**config.mk**
```make
export PLATFORM = sky130hd
export DESIGN_NAME = rational_arith_unit
export DESIGN_NICKNAME = d
export VERILOG_FILES = /design/src/sv/rau_pkg.sv /design/src/sv/rau_reduce.sv /design/src/sv/rational_arith_unit.sv
export SDC_FILE = /design/constraint.sdc
export NUM_CORES = 2
export LEC_CHECK = 0
export ABC_AREA = 1
export BUFFER_PORTS_ARGS = -buffer_cell sky130_fd_sc_hd__buf_2
export CAP_MARGIN = 30
export CORE_MARGIN = 10
export CORE_UTILIZATION = 45
export CTS_BUF_LIST = sky130_fd_sc_hd__clkbuf_4 sky130_fd_sc_hd__clkbuf_8
export DETAILED_ROUTE_END_ITERATION = 10
export SLEW_MARGIN = 20
export SYNTH_ARGS = -nofsm -noshare
export SYNTH_HDL_FRONTEND = slang
export SYNTH_HIERARCHICAL = 1
export SYNTH_SLANG_ARGS = --single-unit
```
**constraint.sdc**
```tcl
create_clock -name clk -period 7.55 [get_ports clk]
set_input_delay 0.3775 -clock clk [delete_from_list [all_inputs] [get_ports clk]]
set_output_delay 0.3775 -clock clk [all_outputs]
set_load 0.1 [all_outputs]
```
**src/sv/rau_pkg.sv**
```systemverilog
// ----------------------------------------------------------------------------
// rau_pkg: shared definitions for the rational arithmetic unit
// Widths, operation codes and the handshake type between the sequencer and
// the reduction unit.
// ----------------------------------------------------------------------------
package rau_pkg;

  localparam int OPERAND_WIDTH = 16;
  localparam int NUM_W         = 2 * OPERAND_WIDTH + 1;
  localparam int DEN_W         = 2 * OPERAND_WIDTH;
  localparam int MAG_W         = NUM_W;
  localparam int CNT_W         = $clog2(MAG_W);
  localparam int S_TDATA_W     = ((4 * OPERAND_WIDTH + 2 + 7) / 8) * 8;
  localparam int M_TDATA_W     = ((NUM_W + DEN_W + 1 + 7) / 8) * 8;

  typedef enum logic [1:0] {
    FUNC_ADD = 2'd0,
    FUNC_SUB = 2'd1,
    FUNC_MUL = 2'd2,
    FUNC_DIV = 2'd3
  } func_t;

  typedef struct packed {
    logic done;
    logic err;
  } rau_rsp_t;

endpackage

```
**src/sv/rau_reduce.sv**
```systemverilog
// ----------------------------------------------------------------------------
// rau_reduce: fraction reduction by gcd
// Binary gcd of the two magnitudes, then two restoring divisions, all on one
// shared subtractor.
// ----------------------------------------------------------------------------
module rau_reduce import rau_pkg::*; (
  input  logic                    clk,
  input  logic                    rst,
  input  logic                    start,
  input  logic signed [NUM_W-1:0] n_in,
  input  logic signed [NUM_W-1:0] d_in,
  output logic signed [NUM_W-1:0] n_out,
  output logic signed [NUM_W-1:0] d_out,
  output rau_rsp_t                rsp
);

  typedef enum logic [5:0] {
    R_IDLE = 6'b000001,
    R_EVEN = 6'b000010,
    R_ODD  = 6'b000100,
    R_DIVN = 6'b001000,
    R_DIVD = 6'b010000,
    R_DONE = 6'b100000
  } red_state_t;

  red_state_t       state;
  logic [MAG_W-1:0] x;
  logic [MAG_W-1:0] y;
  logic [MAG_W-1:0] q;
  logic [MAG_W-1:0] r;
  logic [MAG_W-1:0] dsrc;
  logic [MAG_W-1:0] nquo;
  logic [CNT_W-1:0] cnt;
  logic             n_neg;
  logic             d_neg;
  logic             err;

  logic [MAG_W-1:0] n_mag;
  logic [MAG_W-1:0] d_mag;
  logic [MAG_W:0]   sub_a;
  logic [MAG_W:0]   sub_b;
  logic [MAG_W+1:0] diff;
  logic             neg;
  logic [MAG_W-1:0] q_shift;
  logic [MAG_W-1:0] r_next;
  logic             cnt_last;

  assign n_mag = n_in[NUM_W-1] ? MAG_W'(-n_in) : MAG_W'(n_in);
  assign d_mag = d_in[NUM_W-1] ? MAG_W'(-d_in) : MAG_W'(d_in);

  // The one subtractor compares during gcd and trial-subtracts during division.
  always_comb begin
    if (state == R_ODD) begin
      sub_a = {1'b0, x};
      sub_b = {1'b0, y};
    end else begin
      sub_a = {r, q[MAG_W-1]};
      sub_b = {1'b0, x};
    end
  end

  assign diff     = {1'b0, sub_a} - {1'b0, sub_b};
  assign neg      = diff[MAG_W+1];
  assign q_shift  = {q[MAG_W-2:0], ~neg};
  assign r_next   = neg ? sub_a[MAG_W-1:0] : diff[MAG_W-1:0];
  assign cnt_last = (cnt == CNT_W'(MAG_W - 1));

  always_ff @(posedge clk) begin
    if (rst) begin
      state <= R_IDLE;
    end else begin
      case (state)
        R_IDLE: begin
          if (start) begin
            n_neg <= n_in[NUM_W-1];
            d_neg <= d_in[NUM_W-1];
            x     <= n_mag;
            y     <= d_mag;
            if (d_in == '0) begin
              err   <= 1'b1;
              n_out <= '0;
              d_out <= '0;
              state <= R_DONE;
            end else if (n_in == '0) begin
              err   <= 1'b0;
              n_out <= n_in;
              d_out <= d_in;
              state <= R_DONE;
            end else begin
              err   <= 1'b0;
              state <= R_EVEN;
            end
          end
        end
        R_EVEN: begin
          if (!x[0] && !y[0]) begin
            x <= x >> 1;
            y <= y >> 1;
          end else begin
            q     <= x;
            dsrc  <= y;
            state <= R_ODD;
          end
        end
        R_ODD: begin
          if (!x[0]) begin
            x <= x >> 1;
          end else if (!y[0]) begin
            y <= y >> 1;
          end else if (diff == '0) begin
            r     <= '0;
            cnt   <= '0;
            state <= R_DIVN;
          end else if (neg) begin
            x <= y;
            y <= x;
          end else begin
            x <= diff[MAG_W:1];
          end
        end
        R_DIVN: begin
          q   <= q_shift;
          r   <= r_next;
          cnt <= cnt + 1'b1;
          if (cnt_last) begin
            nquo  <= q_shift;
            q     <= dsrc;
            r     <= '0;
            cnt   <= '0;
            state <= R_DIVD;
          end
        end
        R_DIVD: begin
          q   <= q_shift;
          r   <= r_next;
          cnt <= cnt + 1'b1;
          if (cnt_last) begin
            n_out <= n_neg ? $signed(-nquo) : $signed(nquo);
            d_out <= d_neg ? $signed(-q_shift) : $signed(q_shift);
            state <= R_DONE;
          end
        end
        R_DONE: begin
          state <= R_IDLE;
        end
        default: begin
          state <= R_IDLE;
        end
      endcase
    end
  end

  assign rsp.done = (state == R_DONE);
  assign rsp.err  = err;

  a_start_idle: assert property (@(posedge clk) disable iff (rst)
    start |-> state == R_IDLE)
    else $error("reduction started while busy");

  a_done_pulse: assert property (@(posedge clk) disable iff (rst)
    rsp.done |=> !rsp.done)
    else $error("reduction done held longer than one cycle");

  a_err_zero: assert property (@(posedge clk) disable iff (rst)
    rsp.done && rsp.err |-> n_out == '0 && d_out == '0)
    else $error("error result not cleared");

endmodule

```
**src/sv/rational_arith_unit.sv**
```systemverilog
// ----------------------------------------------------------------------------
// rational_arith_unit: rational add, subtract, multiply and divide
// Sequencer with one shared multiplier around the gcd reduction unit.
//
//   Channel  Dir  Word contents
//   s_*      in   func, a_num, a_den, b_num, b_den
//   m_*      out  res_num, res_den, err_code
//
// An item ends soonest when the first reduction sees a zero denominator, and
// early when a reduction sees a zero numerator. Subtract and divide take
// longer than add and multiply, since they reduce twice. Each reduction in
// rau_reduce runs the binary gcd loop and then two restoring divisions on the
// shared subtractor. It runs once on the final fraction, and first on the
// second operand for subtract and divide.
// Reset is synchronous and clears only control state.
// A new word is accepted only after the previous result has been taken.
// ----------------------------------------------------------------------------
module rational_arith_unit import rau_pkg::*; (
  input  logic                 clk,
  input  logic                 rst,
  input  logic                 s_tvalid,
  output logic                 s_tready,
  // func[1:0], a_num[17:2], a_den[33:18], b_num[49:34], b_den[65:50], zero pad
  input  logic [S_TDATA_W-1:0] s_tdata,
  output logic                 m_tvalid,
  input  logic                 m_tready,
  // res_num[32:0], res_den[64:33], err_code[65], zero pad
  output logic [M_TDATA_W-1:0] m_tdata
);

  localparam int W = OPERAND_WIDTH;

  typedef enum logic [8:0] {
    T_IDLE  = 9'b000000001,
    T_PRE   = 9'b000000010,
    T_PWAIT = 9'b000000100,
    T_M1    = 9'b000001000,
    T_M2    = 9'b000010000,
    T_M3    = 9'b000100000,
    T_M4    = 9'b001000000,
    T_RWAIT = 9'b010000000,
    T_OUT   = 9'b100000000
  } top_state_t;

  top_state_t               state;
  func_t                    func;
  logic signed [W:0]        an;
  logic signed [W:0]        ad;
  logic signed [W:0]        bn;
  logic signed [W:0]        bd;
  logic signed [2*W+1:0]    prod;
  logic signed [NUM_W-1:0]  rn;
  logic signed [NUM_W-1:0]  res_num;
  logic signed [DEN_W-1:0]  res_den;
  logic                     res_err;

  logic                     addsub;
  logic signed [W:0]        mul_a;
  logic signed [W:0]        mul_b;
  logic                     red_start;
  logic signed [NUM_W-1:0]  red_n;
  logic signed [NUM_W-1:0]  red_d;
  logic signed [NUM_W-1:0]  red_n_out;
  logic signed [NUM_W-1:0]  red_d_out;
  rau_rsp_t                 red_rsp;

  assign addsub = (func == FUNC_ADD) || (func == FUNC_SUB);

  always_comb begin
    case (state)
      T_M1: begin
        mul_a = an;
        mul_b = addsub ? bd : bn;
      end
      T_M2: begin
        mul_a = bn;
        mul_b = ad;
      end
      default: begin
        mul_a = ad;
        mul_b = bd;
      end
    endcase
  end

  always_comb begin
    red_start = 1'b0;
    red_n     = rn;
    red_d     = prod[NUM_W-1:0];
    if (state == T_PRE) begin
      red_start = (func == FUNC_SUB) || (func == FUNC_DIV);
      if (func == FUNC_SUB) begin
        red_n = NUM_W'(-bn);
        red_d = NUM_W'(bd);
      end else begin
        red_n = NUM_W'(bd);
        red_d = NUM_W'(bn);
      end
    end else if (state == T_M4) begin
      red_start = 1'b1;
    end
  end

  rau_reduce u_reduce (
    .clk   (clk),
    .rst   (rst),
    .start (red_start),
    .n_in  (red_n),
    .d_in  (red_d),
    .n_out (red_n_out),
    .d_out (red_d_out),
    .rsp   (red_rsp)
  );

  always_ff @(posedge clk) begin
    if (rst) begin
      state <= T_IDLE;
    end else begin
      case (state)
        T_IDLE: begin
          if (s_tvalid) begin
            func  <= func_t'(s_tdata[1:0]);
            an    <= (W+1)'($signed(s_tdata[W+1:2]));
            ad    <= (W+1)'($signed(s_tdata[2*W+1:W+2]));
            bn    <= (W+1)'($signed(s_tdata[3*W+1:2*W+2]));
            bd    <= (W+1)'($signed(s_tdata[4*W+1:3*W+2]));
            state <= T_PRE;
          end
        end
        T_PRE: begin
          state <= red_start ? T_PWAIT : T_M1;
        end
        T_PWAIT: begin
          if (red_rsp.done) begin
            if (red_rsp.err) begin
              res_num <= '0;
              res_den <= '0;
              res_err <= 1'b1;
              state   <= T_OUT;
            end else begin
              bn    <= red_n_out[W:0];
              bd    <= red_d_out[W:0];
              state <= T_M1;
            end
          end
        end
        T_M1: begin
          prod  <= mul_a * mul_b;
          state <= T_M2;
        end
        T_M2: begin
          rn    <= prod[NUM_W-1:0];
          prod  <= mul_a * mul_b;
          state <= T_M3;
        end
        T_M3: begin
          if (addsub) begin
            rn <= rn + prod[NUM_W-1:0];
          end
          prod  <= mul_a * mul_b;
          state <= T_M4;
        end
        T_M4: begin
          state <= T_RWAIT;
        end
        T_RWAIT: begin
          if (red_rsp.done) begin
            res_num <= red_n_out;
            res_den <= red_d_out[DEN_W-1:0];
            res_err <= red_rsp.err;
            state   <= T_OUT;
          end
        end
        T_OUT: begin
          if (m_tready) begin
            state <= T_IDLE;
          end
        end
        default: begin
          state <= T_IDLE;
        end
      endcase
    end
  end

  assign s_tready = (state == T_IDLE);
  assign m_tvalid = (state == T_OUT);
  assign m_tdata  = M_TDATA_W'({res_err, res_den, res_num});

  a_one_side: assert property (@(posedge clk) disable iff (rst)
    !(s_tready && m_tvalid))
    else $error("input and output active together");

  a_err_zero: assert property (@(posedge clk) disable iff (rst)
    m_tvalid && res_err |-> res_num == '0 && res_den == '0)
    else $error("error result carries nonzero fields");

  a_done_wait: assert property (@(posedge clk) disable iff (rst)
    red_rsp.done |-> state == T_PWAIT || state == T_RWAIT)
    else $error("reduction finished while not awaited");

endmodule
```
# Yosys cells after proc, flatten, opt, wreduce, memory -nomap -nowiden
# Cells that the tools add are included.
# Widths: inputs -> output; s select.
[totals] ff_bits=487 inputBits=76 out_inout_bits=74 word_cells=203
[classes] n_addsub=8 n_mul=1 eq_ne=38 n_mux=93 bitwise=3 reduce_logical=34
[op_table] op="$mux 33" count=35
[op_table] op="$pmux 33 s3" count=4
[op_table] op="$mux 32" count=8
[op_table] op="$pmux 33 s2" count=3
[op_table] op="$pmux 17 s2" count=4
[op_table] op="$pmux 32 s2" count=2
[op_table] op="$mux 17" count=7
[op_table] op="$neg 33->33" count=3
[op_table] op="$pmux 9 s9" count=1
[op_table] op="$mux 6" count=13
[op_table] op="$logic_not 33->1" count=2
[op_table] op="$mux 9" count=5
[op_table] op="$logic_not 35->1" count=1
[op_table] op="$sub 34x33->35" count=1
[op_table] op="$mux 34" count=1
[op_table] op="$add 33x33->33" count=1
[op_table] op="$mul 17x17->33" count=1
[op_table] op="$neg 17->33" count=1
[op_table] op="$neg 32->32" count=1
[op_table] op="$pmux 6 s5" count=1
[op_table] op="$reduce_and 5->1" count=5
[op_table] op="$pmux 6 s3" count=1
[op_table] op="$reduce_and 3->1" count=6
[op_table] op="$ne 2x2->1 const B" count=8
[op_table] op="36 further kinds" count=62

# Logic depth before layout (Yosys ltp)
[depth] ltp_word=8 ltp_mapped=38 mapped_depth_nobuf=35

# Hierarchy
# The synthesis kept the hierarchy.
[by_module_without_submodules] module="rational_arith_unit" instances=1 cells_each=2880 area_per_inst_um2=23601.4 seq_area_each_um2=6185.9
[by_module_without_submodules] module="rau_reduce" instances=1 cells_each=2430 area_per_inst_um2=18966.9 seq_area_each_um2=8318.0

# Worst setup path before layout
# No wires, ideal clock.
[synth_timing] path_type="reg-to-reg" start="reg, netlist name state[2]" end="reg res_den[0], enable pin" setup_time_ps=653 arrival_ps=7366 required_ps=6897 path_slack_ps=-469 stages_incl_launch_ff=8 n_path_buf=0 synth_period_minus_slack_ps=8019 path_cell_list="dfxtp_1 nor2_4 nand2_4 inv_1 nand2_1 nor2_1 nor2_1 nor4_1"
[synth_rtl] element="end signal, assigned" line_no="rational_arith_unit.sv:169" text="res_den <= red_d_out[DEN_W-1:0];"
[synth_rtl] element="end, declared" line_no="rational_arith_unit.sv:54" text="logic signed [DEN_W-1:0] res_den;"

==> impl_metrics.ini <==
[run_status]
outcome = finished clean

[route]
postRouteWirelength_um = 150900
postRouteAntennaNets = 0
firstDrtPassIters = 6
wl_met3_um = 19490
highest_layer = met5
post_drt_wl_per_cell_um = 22.02
dr_wl_met2_um = 58980
drt-initial-drc-count = 4399
vias_per_cell = 5.520
drc = 0
wl_met1_um = 67990
via_count = 37840

[floorplanning]
ios = 150
die_width_um = 327.4
start_util_pct = 45.48
die_y_um = 327.4
design.die.area_sq_um = 107200
std_cell_rows = 112
design.core.area_sq_um = 93470

[placed_design]
gp_congestion = 0.9857
dp_hpwl_um = 120300
pre_cts_ws_ns = 0.1281
portBuffers = 137

[setup_path]
rr_endpoint = prod[30]$_DFFE_PP_
critPathTopFamily = adder cells
reg2regPathDepth = 27
worstPathArrival_ns = 7.71
path_buf_inv = 5
cpMaxStageDelayCell = fa_1
critical_path_class = reg -> reg
end_kind = register
cp.required_ns = 7.99
ff2ff_setup_slack_ns = 0.28
crit_top_cell = fa_1
slowest_delay_ns = 0.67
r2r-start = state[6]$_SDFFE_PP0P_
worstPathMaxFanout = 17
critPathLaunchType = register

[sta]
finalSetupTns_ns = 0
setup_ws_ns = 0.2753
setup-violations-final = 0
max_freq_mhz = 137.5
tightest_slew_ns = 1.076
skew_ns = 0.05675
drv_slew = 0
period_share_pct = 96.35
hold_ws_ns = 0.03988
layout_min_cycle_time_ns = 7.275
max_slew_margin_pct = 27.50
rsz0062_at_grt = yes
hold_viol_final = 0

[min_path]
worstHoldPathCells = 3
hp-start = s_tdata[49]
whs_endpoint = bn[15]$_DFFE_PP_
hold_path_class = in -> reg

[cts]
cts_tree = yes
cts_root_buffer = clkbuf_8
numCtsBuffers = 85
clk_latency_ns = 0.74
clock-sinks = 487
htree_num_levels = 3
cts.clk_slew.worst_paths_ns = 0.07
cts_buffer_depth = 3

[final_layout]
fill_cells = 9127
nNetsFinal = 6056
multi_input_area_sq_um = 23450
layout-drive-gt1-share_pct = 10.47
area_growth_pct = 11.62
area.sequential_sq_um = 14480

[grt]
antenna_found_initial = 3
grt_max_degree = 91
overflow = 0
grt_pass1_vias = 35640
grt_use_total_pct = 27.69
grt_first_pass_wirelength_um = 225400

[synth]
ys_warn_count = 6
syn-mean-instance-area_sq_um = 8.015
syn_inst = 5304
synth_area_sq_um = 42510

[run]
cap_violations = 0
==> how the worst max path moves through the flow <==
stage                                     start                  to  slack [ns]  cells past startpoint
after floorplan           state[6]$_SDFFE_PP0P_  prod[31]$_DFFE_PP_        1.02                     28
after global placement    state[4]$_SDFFE_PP0P_  prod[25]$_DFFE_PP_        0.28                     28
after detailed placement  state[6]$_SDFFE_PP0P_  prod[30]$_DFFE_PP_        0.13                     31
after CTS                 state[6]$_SDFFE_PP0P_  prod[30]$_DFFE_PP_        0.05                     31
after global routing      state[6]$_SDFFE_PP0P_  prod[30]$_DFFE_PP_       -0.05                     27
final                     state[6]$_SDFFE_PP0P_  prod[30]$_DFFE_PP_        0.28                     27
==> cell usage in the layout, fill, tap and decap left out, types with 34 or more instances in the layout <==
cell	n
inv_1	974
o211ai_1	45
fa_1	288
buf_4	119
xor2_1	55
o21ai_0	407
dlygate4sd3_1	65
nand2_1	1152
nor2_1	476
edfxtp_1	472
nor3_1	67
a21oi_1	219
clkbuf_8	87
ha_1	156
nand4_1	72
nand3_1	232
o221ai_1	62
buf_2	141
xnor2_1	34
==> worst min-delay path: cells and delay by family <==
| family | cells | cell delay, ns |
|---|---|---|
| AO/OA/AOI/OAI | 1 | 0.07 |
| buffers and inverters | 1 | 0.10 |
| AND/OR/NAND/NOR | 1 | 0.07 |
==> stage by stage <==
step | cell area [sq um] | std cells | util, %
2_1_floorplan | 42540 | 5309 | -
3_3_place_gp | 44750 | 6618 | 47.87
3_5_place_dp | 44790 | 6624 | 47.92
4_1_cts | 47160 | 6842 | 50.46
5_1_grt | 47450 | 6854 | 50.77
6_report | 47450 | 6854 | 50.77
==> routing by layer <==
layer	track usage [%]	up-vias
met4	7.444	4
li1	-	17690
met5	0.8145	-
met3	9.296	207
met2	37.56	1968
met1	41.20	17970
==> timing repair <==
action / CTS / global route
endpoints found under the setup margin: 0 / 15
resized for setup: 0 / 54
hold endpoints to repair: 65 / 0
hold buffers: 65 / 0
setup buffers: 0 / 8
==> state kept, by name (all words and copies together), names as in the netlist, 2 cells and up <==
register / cells
u_reduce/x: 33
rn: 33
res_num: 33
ad: 16
u_reduce/dsrc: 33
func: 2
u_reduce/state: 6
u_reduce/n_out: 33
prod: 33
bn: 17
u_reduce/y: 33
bd: 17
res_den: 32
u_reduce/q: 33
u_reduce/nquo: 33
state: 9
u_reduce/r: 33
u_reduce/d_out: 32
u_reduce/cnt: 6
an: 16
==> final cells by class <==
| cell class | count | share of cell area (%) |
|---|---|---|
| Antenna cell | 2 | 0.01055 |
| Clock buffer | 112 | 2.919 |
| Clock inverter | 41 | 0.7093 |
| Inverter | 1021 | 8.142 |
| Multi-Input combinational cell | 3605 | 49.43 |
| Sequential cell | 487 | 30.50 |
| Tap cell | 1254 | 3.307 |
| Timing Repair Buffer | 332 | 4.981 |
Power is left out: the tool's default activity adds up to more than one toggle a clock period on the data nets, which glitch-free logic cannot reach.
